===== config.mk =====
export PLATFORM = sky130hd
export DESIGN_NAME = clock_page_replacement_unit
export DESIGN_NICKNAME = d
export VERILOG_FILES = /design/src/sv/cpr_pkg.sv /design/src/sv/cpr_ram.sv /design/src/sv/cpr_apb_regs.sv /design/src/sv/clock_page_replacement_unit.sv
export SDC_FILE = /design/constraint.sdc
export NUM_CORES = 1
export LEC_CHECK = 0
export BUFFER_PORTS_ARGS = -buffer_cell sky130_fd_sc_hd__buf_2
export CAP_MARGIN = 20
export CORE_MARGIN = 10
export CORE_UTILIZATION = 43
export DETAILED_ROUTE_END_ITERATION = 16
export PLACE_DENSITY_LB_ADDON = 0.2
export SLEW_MARGIN = 20
export SYNTH_ARGS = -nofsm -noshare
export SYNTH_HDL_FRONTEND = slang
export SYNTH_SLANG_ARGS = --single-unit

===== constraint.sdc =====
create_clock -name clk -period 4.65 [get_ports clk]
set_input_delay 0.2325 -clock clk [delete_from_list [all_inputs] [get_ports clk]]
set_output_delay 0.2325 -clock clk [all_outputs]
set_load 0.005 [all_outputs]

===== src/sv/cpr_pkg.sv =====
// Shared constants and derived widths for the clock page replacement unit.
// Depends on nothing; imported by cpr_apb_regs, the top level and the checker.
package cpr_pkg;

  // Built frame count and the number of page bits kept from a request.
  localparam int FRAMES    = 8;
  localparam int PAGE_BITS = 16;

  // Fixed field widths of the stream and register ports.
  localparam int PAGE_W  = 16;
  localparam int FRAME_W = 3;
  localparam int TOTAL_W = 32;
  localparam int FU_W    = 4;

  // Frame index width and the width of a count that can hold FRAMES itself.
  localparam int IDX_W = (FRAMES > 1) ? $clog2(FRAMES) : 1;
  localparam int CNT_W = $clog2(FRAMES + 1);

  // Result word: hit, frame, evicted_valid, evicted_page, fault_count, hit_count.
  localparam int RES_BITS = 1 + FRAME_W + 1 + PAGE_W + 2 * TOTAL_W;
  localparam int RES_W    = ((RES_BITS + 7) / 8) * 8;

  // Configuration port.
  localparam int APB_AW = 3;
  localparam int APB_DW = 32;
  localparam logic [APB_AW-1:0] REG_FRAMES_USED = 3'h0;

endpackage


===== src/sv/cpr_ram.sv =====
// Generic single-write, single-read RAM with a registered read port.
// Self-contained; used for the page tag store.
module cpr_ram #(
  parameter int WIDTH = 16,
  parameter int DEPTH = 8
) (
  input  logic                                   clk,
  input  logic                                   we,
  input  logic [((DEPTH > 1) ? $clog2(DEPTH) : 1)-1:0] waddr,
  input  logic [WIDTH-1:0]                       wdata,
  input  logic [((DEPTH > 1) ? $clog2(DEPTH) : 1)-1:0] raddr,
  output logic [WIDTH-1:0]                       rdata
);

  logic [WIDTH-1:0] mem [DEPTH];

  always_ff @(posedge clk) begin
    if (we) begin
      mem[waddr] <= wdata;
    end
    rdata <= mem[raddr];
  end

endmodule


===== src/sv/cpr_apb_regs.sv =====
// APB register slave holding frames_used, with the active frame count clamp.
// Depends on cpr_pkg.
module cpr_apb_regs import cpr_pkg::*; (
  input  logic              clk,
  input  logic              rst,
  input  logic              psel,
  input  logic              penable,
  input  logic              pwrite,
  input  logic [APB_AW-1:0] paddr,
  input  logic [APB_DW-1:0] pwdata,
  output logic [APB_DW-1:0] prdata,
  output logic              pready,
  output logic [CNT_W-1:0]  active_n
);

  logic [FU_W-1:0] frames_used;
  logic            wr_en;

  // Registers sit on word boundaries, so the low two address bits are ignored.
  assign pready = 1'b1;
  assign wr_en  = psel && penable && pwrite && (paddr[APB_AW-1:2] == REG_FRAMES_USED[APB_AW-1:2]);

  always_ff @(posedge clk) begin
    if (rst) begin
      frames_used <= FU_W'(FRAMES);
    end else if (wr_en) begin
      frames_used <= pwdata[FU_W-1:0];
    end
  end

  always_comb begin
    if (paddr[APB_AW-1:2] == REG_FRAMES_USED[APB_AW-1:2]) begin
      prdata = APB_DW'(frames_used);
    end else begin
      prdata = '0;
    end
  end

  // Zero behaves as one frame, anything above the built count as all frames.
  always_comb begin
    if (frames_used == '0) begin
      active_n = CNT_W'(1);
    end else if (32'(frames_used) > 32'(FRAMES)) begin
      active_n = CNT_W'(FRAMES);
    end else begin
      active_n = CNT_W'(frames_used);
    end
  end

endmodule


===== src/sv/clock_page_replacement_unit.sv =====
// Top level of the clock (second chance) page replacement unit.
// Depends on cpr_pkg, cpr_ram and cpr_apb_regs.
//
//   channel   role      handshake                 payload
//   s_*       request   s_tvalid / s_tready       s_tdata  = page
//   m_*       result    m_tvalid / m_tready       m_tdata  = hit .. hit_count
//   APB       config    psel, penable, pwrite     frames_used at byte address 0
//
// One request is in flight at a time. A hit is found by the single tag
// compare unit that walks the frames one per cycle through the tag RAM's
// registered read port. A miss runs that search over every active frame,
// then the one-frame-per-cycle hand sweep and then the victim's tag write.
// Reset is synchronous and clears the valid and reference bits, the hand and
// both totals; tag contents are only read behind a valid bit. A result waits
// in its output register for as long as m_tready stays low.
module clock_page_replacement_unit import cpr_pkg::*; (
  input  logic              clk,
  input  logic              rst,
  // Request stream.
  input  logic              s_tvalid,
  output logic              s_tready,
  input  logic [15:0]       s_tdata,   // [15:0] page
  // Result stream.
  output logic              m_tvalid,
  input  logic              m_tready,
  output logic [RES_W-1:0]  m_tdata,   // [0] hit, [3:1] frame, [4] evicted_valid,
                                       // [20:5] evicted_page, [52:21] fault_count,
                                       // [84:53] hit_count, [87:85] zero
  // Configuration port.
  input  logic              psel,
  input  logic              penable,
  input  logic              pwrite,
  input  logic [APB_AW-1:0] paddr,
  input  logic [APB_DW-1:0] pwdata,
  output logic [APB_DW-1:0] prdata,
  output logic              pready
);

  // Sequencer states.
  localparam logic [2:0] ST_IDLE   = 3'd0;
  localparam logic [2:0] ST_SEARCH = 3'd1;
  localparam logic [2:0] ST_SWEEP  = 3'd2;
  localparam logic [2:0] ST_WRITE  = 3'd3;
  localparam logic [2:0] ST_OUT    = 3'd4;

  logic [2:0]           state;
  logic [CNT_W-1:0]     active_n;

  // Request and search pipeline.
  logic [PAGE_BITS-1:0] page_q;
  logic [CNT_W-1:0]     cnt;
  logic                 cmp_valid;
  logic [IDX_W-1:0]     cmp_idx;
  logic                 tag_match;

  // Frame state.
  logic [FRAMES-1:0]    valid;
  logic [FRAMES-1:0]    refb;
  logic [IDX_W-1:0]     hand;
  logic [IDX_W-1:0]     victim;
  logic [TOTAL_W-1:0]   faults;
  logic [TOTAL_W-1:0]   hits;

  // Tag RAM.
  logic [IDX_W-1:0]     rd_addr;
  logic [PAGE_BITS-1:0] rd_data;
  logic                 tag_we;

  // Result register.
  logic                 res_hit;
  logic [FRAME_W-1:0]   res_frame;
  logic                 res_evv;
  logic [PAGE_W-1:0]    res_evp;

  // Step a frame index forward, wrapping at the active count.
  function automatic logic [IDX_W-1:0] advance(input logic [IDX_W-1:0] idx,
                                               input logic [CNT_W-1:0] n);
    logic [CNT_W-1:0] nx;
    nx = CNT_W'(idx) + CNT_W'(1);
    return (nx >= n) ? '0 : IDX_W'(nx);
  endfunction

  function automatic logic [TOTAL_W-1:0] sat_inc(input logic [TOTAL_W-1:0] v);
    return (v == '1) ? v : v + TOTAL_W'(1);
  endfunction

  cpr_apb_regs u_regs (
    .clk      (clk),
    .rst      (rst),
    .psel     (psel),
    .penable  (penable),
    .pwrite   (pwrite),
    .paddr    (paddr),
    .pwdata   (pwdata),
    .prdata   (prdata),
    .pready   (pready),
    .active_n (active_n)
  );

  // The read port is shared: frame by frame during the search, then the hand
  // position during the sweep so the victim's old tag is ready at the write.
  always_comb begin
    case (state)
      ST_SEARCH: rd_addr = cnt[IDX_W-1:0];
      ST_SWEEP:  rd_addr = hand;
      default:   rd_addr = victim;
    endcase
  end

  assign tag_we = (state == ST_WRITE);

  cpr_ram #(
    .WIDTH (PAGE_BITS),
    .DEPTH (FRAMES)
  ) u_tags (
    .clk   (clk),
    .we    (tag_we),
    .waddr (victim),
    .wdata (page_q),
    .raddr (rd_addr),
    .rdata (rd_data)
  );

  // The single compare unit: data read last cycle against the request.
  // Empty frames never match, so unwritten tags are never looked at.
  assign tag_match = cmp_valid && valid[cmp_idx] && (rd_data == page_q);

  always_ff @(posedge clk) begin
    if (rst) begin
      state     <= ST_IDLE;
      cnt       <= '0;
      cmp_valid <= 1'b0;
      valid     <= '0;
      refb      <= '0;
      hand      <= '0;
      faults    <= '0;
      hits      <= '0;
    end else begin
      case (state)
        ST_IDLE: begin
          if (s_tvalid) begin
            cnt       <= '0;
            cmp_valid <= 1'b0;
            state     <= ST_SEARCH;
          end
        end
        ST_SEARCH: begin
          cmp_valid <= (cnt < active_n);
          if (cnt < active_n) begin
            cnt <= cnt + CNT_W'(1);
          end
          if (tag_match) begin
            refb[cmp_idx] <= 1'b1;
            hits          <= sat_inc(hits);
            state         <= ST_OUT;
          end else if (!cmp_valid && (cnt == active_n)) begin
            // No frame holds the page. A hand left outside a shrunken
            // frame range restarts at frame zero.
            if (CNT_W'(hand) >= active_n) begin
              hand <= '0;
            end
            state <= ST_SWEEP;
          end
        end
        ST_SWEEP: begin
          if (!valid[hand] || !refb[hand]) begin
            state <= ST_WRITE;
          end else begin
            refb[hand] <= 1'b0;
            hand       <= advance(hand, active_n);
          end
        end
        ST_WRITE: begin
          valid[victim] <= 1'b1;
          refb[victim]  <= 1'b1;
          hand          <= advance(victim, active_n);
          faults        <= sat_inc(faults);
          state         <= ST_OUT;
        end
        ST_OUT: begin
          if (m_tready) begin
            state <= ST_IDLE;
          end
        end
        default: begin
          state <= ST_IDLE;
        end
      endcase
    end
  end

  // Payload registers.
  always_ff @(posedge clk) begin
    if (state == ST_IDLE && s_tvalid) begin
      page_q <= PAGE_BITS'(s_tdata);
    end
    if (state == ST_SEARCH) begin
      cmp_idx <= cnt[IDX_W-1:0];
      if (tag_match) begin
        res_hit   <= 1'b1;
        res_frame <= FRAME_W'(cmp_idx);
        res_evv   <= 1'b0;
        res_evp   <= '0;
      end
    end
    if (state == ST_SWEEP) begin
      victim <= hand;
    end
    if (state == ST_WRITE) begin
      res_hit   <= 1'b0;
      res_frame <= FRAME_W'(victim);
      res_evv   <= valid[victim];
      res_evp   <= valid[victim] ? PAGE_W'(rd_data) : '0;
    end
  end

  assign s_tready = (state == ST_IDLE);
  assign m_tvalid = (state == ST_OUT);
  assign m_tdata  = RES_W'({hits, faults, res_evp, res_evv, res_frame, res_hit});

endmodule


==> Flow_metrics.wiki <==
{| class="wikitable"
! Metric !! Value
|-
| Post-layout net count || 1260
|-
| Maximum level of the CTS H-tree || 1
|-
| Post-layout min period || around 3.2 ns
|-
| Top cell type's share of synthesized area || 0.405
|-
| Area growth syn-to-layout || 15.7%
|-
| Commonest non-fill, non-tap cell in the layout || edfxtp_1
|-
| Fin Setup TNS || 0 ns
|-
| Clock Pin Slew Worst Setup and Hold Paths || ~0.060 ns
|-
| Setup repair after global routing missed its margin || no
|-
| Global-route total usage across every layer || 0.158
|-
| Cells after Synth || ~1100
|-
| Detailed placement HPWL || about 19000 um
|-
| Vert. Die Dim || 191 um
|-
| Area after detailed placement || 13400 um^2
|-
| Final std cells w/o fill || 1589
|-
| P_leak || about 0.0054 uW
|-
| Detailed-route DRC error count || 0
|-
| Global-route wire length before repair || around 47000 um
|-
| Slew at the pin closest to its max-slew limit || around 1.1 ns
|-
| Later-pin clock latency in the skew report || 0.56 ns
|-
| Maximum number of pins on one net before global-route repair || 69
|-
| Total core area || around 29000 um^2
|-
| Sink Count || around 280
|-
| Maximum root-to-sink buffer count || 3
|-
| Final RePlAce weighted congestion || between 0.8 and 0.9
|-
| Boundary pin count || around 180
|-
| Antenna-violating nets left || 0
|-
| Worst-path fanout max || 22
|-
| Iteration-0 DRC Markers || around 580
|-
| Sequential share of the synthesized area || 0.583
|-
| Proportion of register bits with asynchronous set or reset after synthesis || 0
|-
| Buffer cell driving the clock tree root || clkbuf_16
|-
| Number of clock buffers inserted by TritonCTS || 30
|-
| Distinct cell type count of the synthesized netlist || between 70 and 80
|-
| Cell area after technology mapping || roughly 13000 um^2
|-
| Leftover overflow at the end of global routing || 0
|-
| Standard-cell row count || between 60 and 70
|-
| Number of inserted diodes || 0
|-
| Status || complete, no violations
|-
| Number of setup buffers added after CTS || 0
|-
| Horizontal die dimension || 191 um
|-
| Max_slew headroom || 0.277
|-
| MaxCap Viol Count || 0
|-
| Count of warnings emitted by yosys || 0
|-
| Detailed-routing iteration count for the pre-antenna-repair pass || 5
|-
| Seq cells post-synth || 282
|-
| Via count of the first global-routing pass || 8345
|-
| Port Buffers || roughly 120
|-
| Power density over the cells || 364 nW/um^2
|-
| Total routed wirelength || 29800 um
|-
| Classification of the worst setup path || flip-flop to flip-flop
|-
| Total count of max-transition violations in the final report || 0
|-
| Average detailed-routed wire length per instance || ~19 um
|-
| Share of layout cells above drive strength 1 || 0.173
|-
| Worst min-delay path class || primary input to flip-flop
|-
| Worst path arrival time || ~3.6 ns
|-
| VDD IR max || 240 uV
|-
| Design Area, Final || ~15000 um^2
|-
| Critical-path cell list || nand3_1 -> inv_1 -> nand2_1 -> or4_1 -> a21oi_1
|-
| Required time reported for the critical path endpoint || between 5 and 6 ns
|-
| Clk_skew || 0.0245 ns
|-
| Die Outline Area || 36500 um^2
|-
| Largest stage delay, worst path || approximately 0.75 ns
|-
| Antenna violations before repair || 0
|-
| Crit. End Element || flip-flop
|-
| Final worst path period share || 0.681
|-
| Prevailing post-synth register cell || edfxtp_1
|-
| Synthesized area divided by synthesized cell count || 11.9 um^2
|-
| Worst path slowest cell || dfxtp_1
|-
| Placed Instances || approximately 1500
|-
| Cells taking the most area after synthesis || edfxtp_1 (41%), dfxtp_1 (18%), mux2i_1 (6.2%)
|-
| TritonCTS clock tree || done
|-
| Total setup violations reported at the end of the flow || 0
|-
| Drt via density || roughly 5.4
|-
| Number of enable flip-flop cells after synthesis || 170
|-
| Total number of vias || about 8500
|-
| Dominant cell type by area after synthesis || edfxtp_1
|-
| Initial Utilization || 0.438
|-
| Highest achievable clock rate || approximately 320 MHz
|-
| Leading cell types in the layout, fill and taps excluded || edfxtp_1 (170), buf_2 (118), dfxtp_1 (112), nor2_1 (81), mux2i_1 (78)
|-
| Startpoint types || flip-flop
|-
| Number of hold violations in the final report || 0
|-
| Count of cells resized by post-cts repair || 0
|}
[per-layer routing]
layer | vias to the layer above | track usage | part of all wire
li1 | 4150 | - | -
met1 | 4148 | 0.212 | 0.45
met2 | 201 | 0.261 | 0.48
met3 | 39 | 0.0251 | 0.049
met4 | 0 | 0.0382 | 0.020
met5 | - | 0 | 0
[critical path, delay by kind of cell, from the launching register on]
kind,cells,cell delay (ns)
buffers and inverters,1,0.58
and+or+nand+nor,3,1.60
DFF,1,0.75
AOI/OAI and AO/OA,1,0.15
[final cells by class]
type | count | area (um^2)
clock buffers | 40 | 820
clock inverters | 14 | 125
fillers | 2595 | 14200
inverters | 18 | 67.6
multi-input cells | 701 | 4840
flip-flops and latches | 282 | 7350
well taps | 384 | 480
repair buffers | 150 | 896
[cells in the mapped netlist (3+ instances only)]
cell      instances
nand2_1          54
nand3_1          41
dfxtp_1         112
and3_1            7
nor2b_1          12
and4_1            5
a21oi_1          35
edfxtp_1        170
nand2b_1         10
nor2_1           86
mux2_2            8
a32o_1            3
o21ai_0          20
buf_4            40
xor2_1           33
a31oi_1           8
a22o_1           17
nor4_1           13
o21a_1            8
inv_1            17
nor4_4            3
and2_1           20
ha_1             19
o31ai_1          14
a211oi_1          6
clkbuf_1         27
or2_2             4
nand4_2           3
buf_2            16
o22ai_1           3
nand4_1          35
or3_1            17
mux2i_1          78
o31a_1            5
o211ai_1          6
a221oi_1         15
or4_1            16
xnor2_1          16
nor3_1           14
[kinds of logic after synthesis]
kind of cell | after synthesis | synth area share
xor+xnor | 49 | 0.0341
other cells | 2 | 0.000596
fa+ha+maj | 21 | 0.0205
flops | 282 | 0.583
buf+inv | 104 | 0.0451
simple gates | 354 | 0.155
mux | 88 | 0.0727
compound gates | 157 | 0.0886
[repair_timing]
item                                    CTS  global route
endpoints found under the setup margin    0             0
hold endpoints to repair                 21             0
hold buffers                             21             0
[path summary, 6_finish.rpt]
path | slack, ns | endpoint | cells past startpoint | startpoint
worst min register to register | 0.46 | res_hit$_SDFFE_PP0P_ | 1 | res_hit$_SDFFE_PP0P_
worst min-delay path | 0.09 | cmp_valid$_SDFFE_PP0P_ | 4 | s_tvalid
worst max-delay path | 1.48 | hits[4]$_SDFFE_PP0P_ | 5 | state[0]$_SDFFE_PP0P_
worst max register to register | 1.48 | hits[4]$_SDFFE_PP0P_ | 5 | state[0]$_SDFFE_PP0P_
[where the power goes]
part / switching (uW) / internal (uW) / total [uW]
clock network: 952 / 1340 / 2290
logic: 162 / 117 / 279
registers: 50.3 / 2690 / 2740
[metrics by stage]
| step | hold WS, ns | power [uW] | utilization | worst slack [ns] |
|---|---|---|---|---|
| finish | 0.0882 | 5310 | 0.507 | 1.48 |
| floorplan | 0.331 | 2990 | - | 1.70 |
| detailed placement | 0.412 | 3060 | 0.466 | 1.49 |
| global placement | 0.411 | 3060 | 0.466 | 1.56 |
| CTS | 0.0646 | 5370 | 0.507 | 1.49 |
| global route | 0.125 | 5500 | 0.507 | 1.16 |
[state kept, by name, indices dropped and copies added (netlist names), 3 cells and up]
register and flops:
hits 32, res_evp 16, cmp_idx 3, u_regs.frames_used 4, u_tags.rdata 16, valid 8, faults 32, u_tags.mem 128
res_frame 3, cnt 4, page_q 16, victim 3, state 3, hand 3, refb 8
Note: power is estimated with default switching activity, not from simulation.
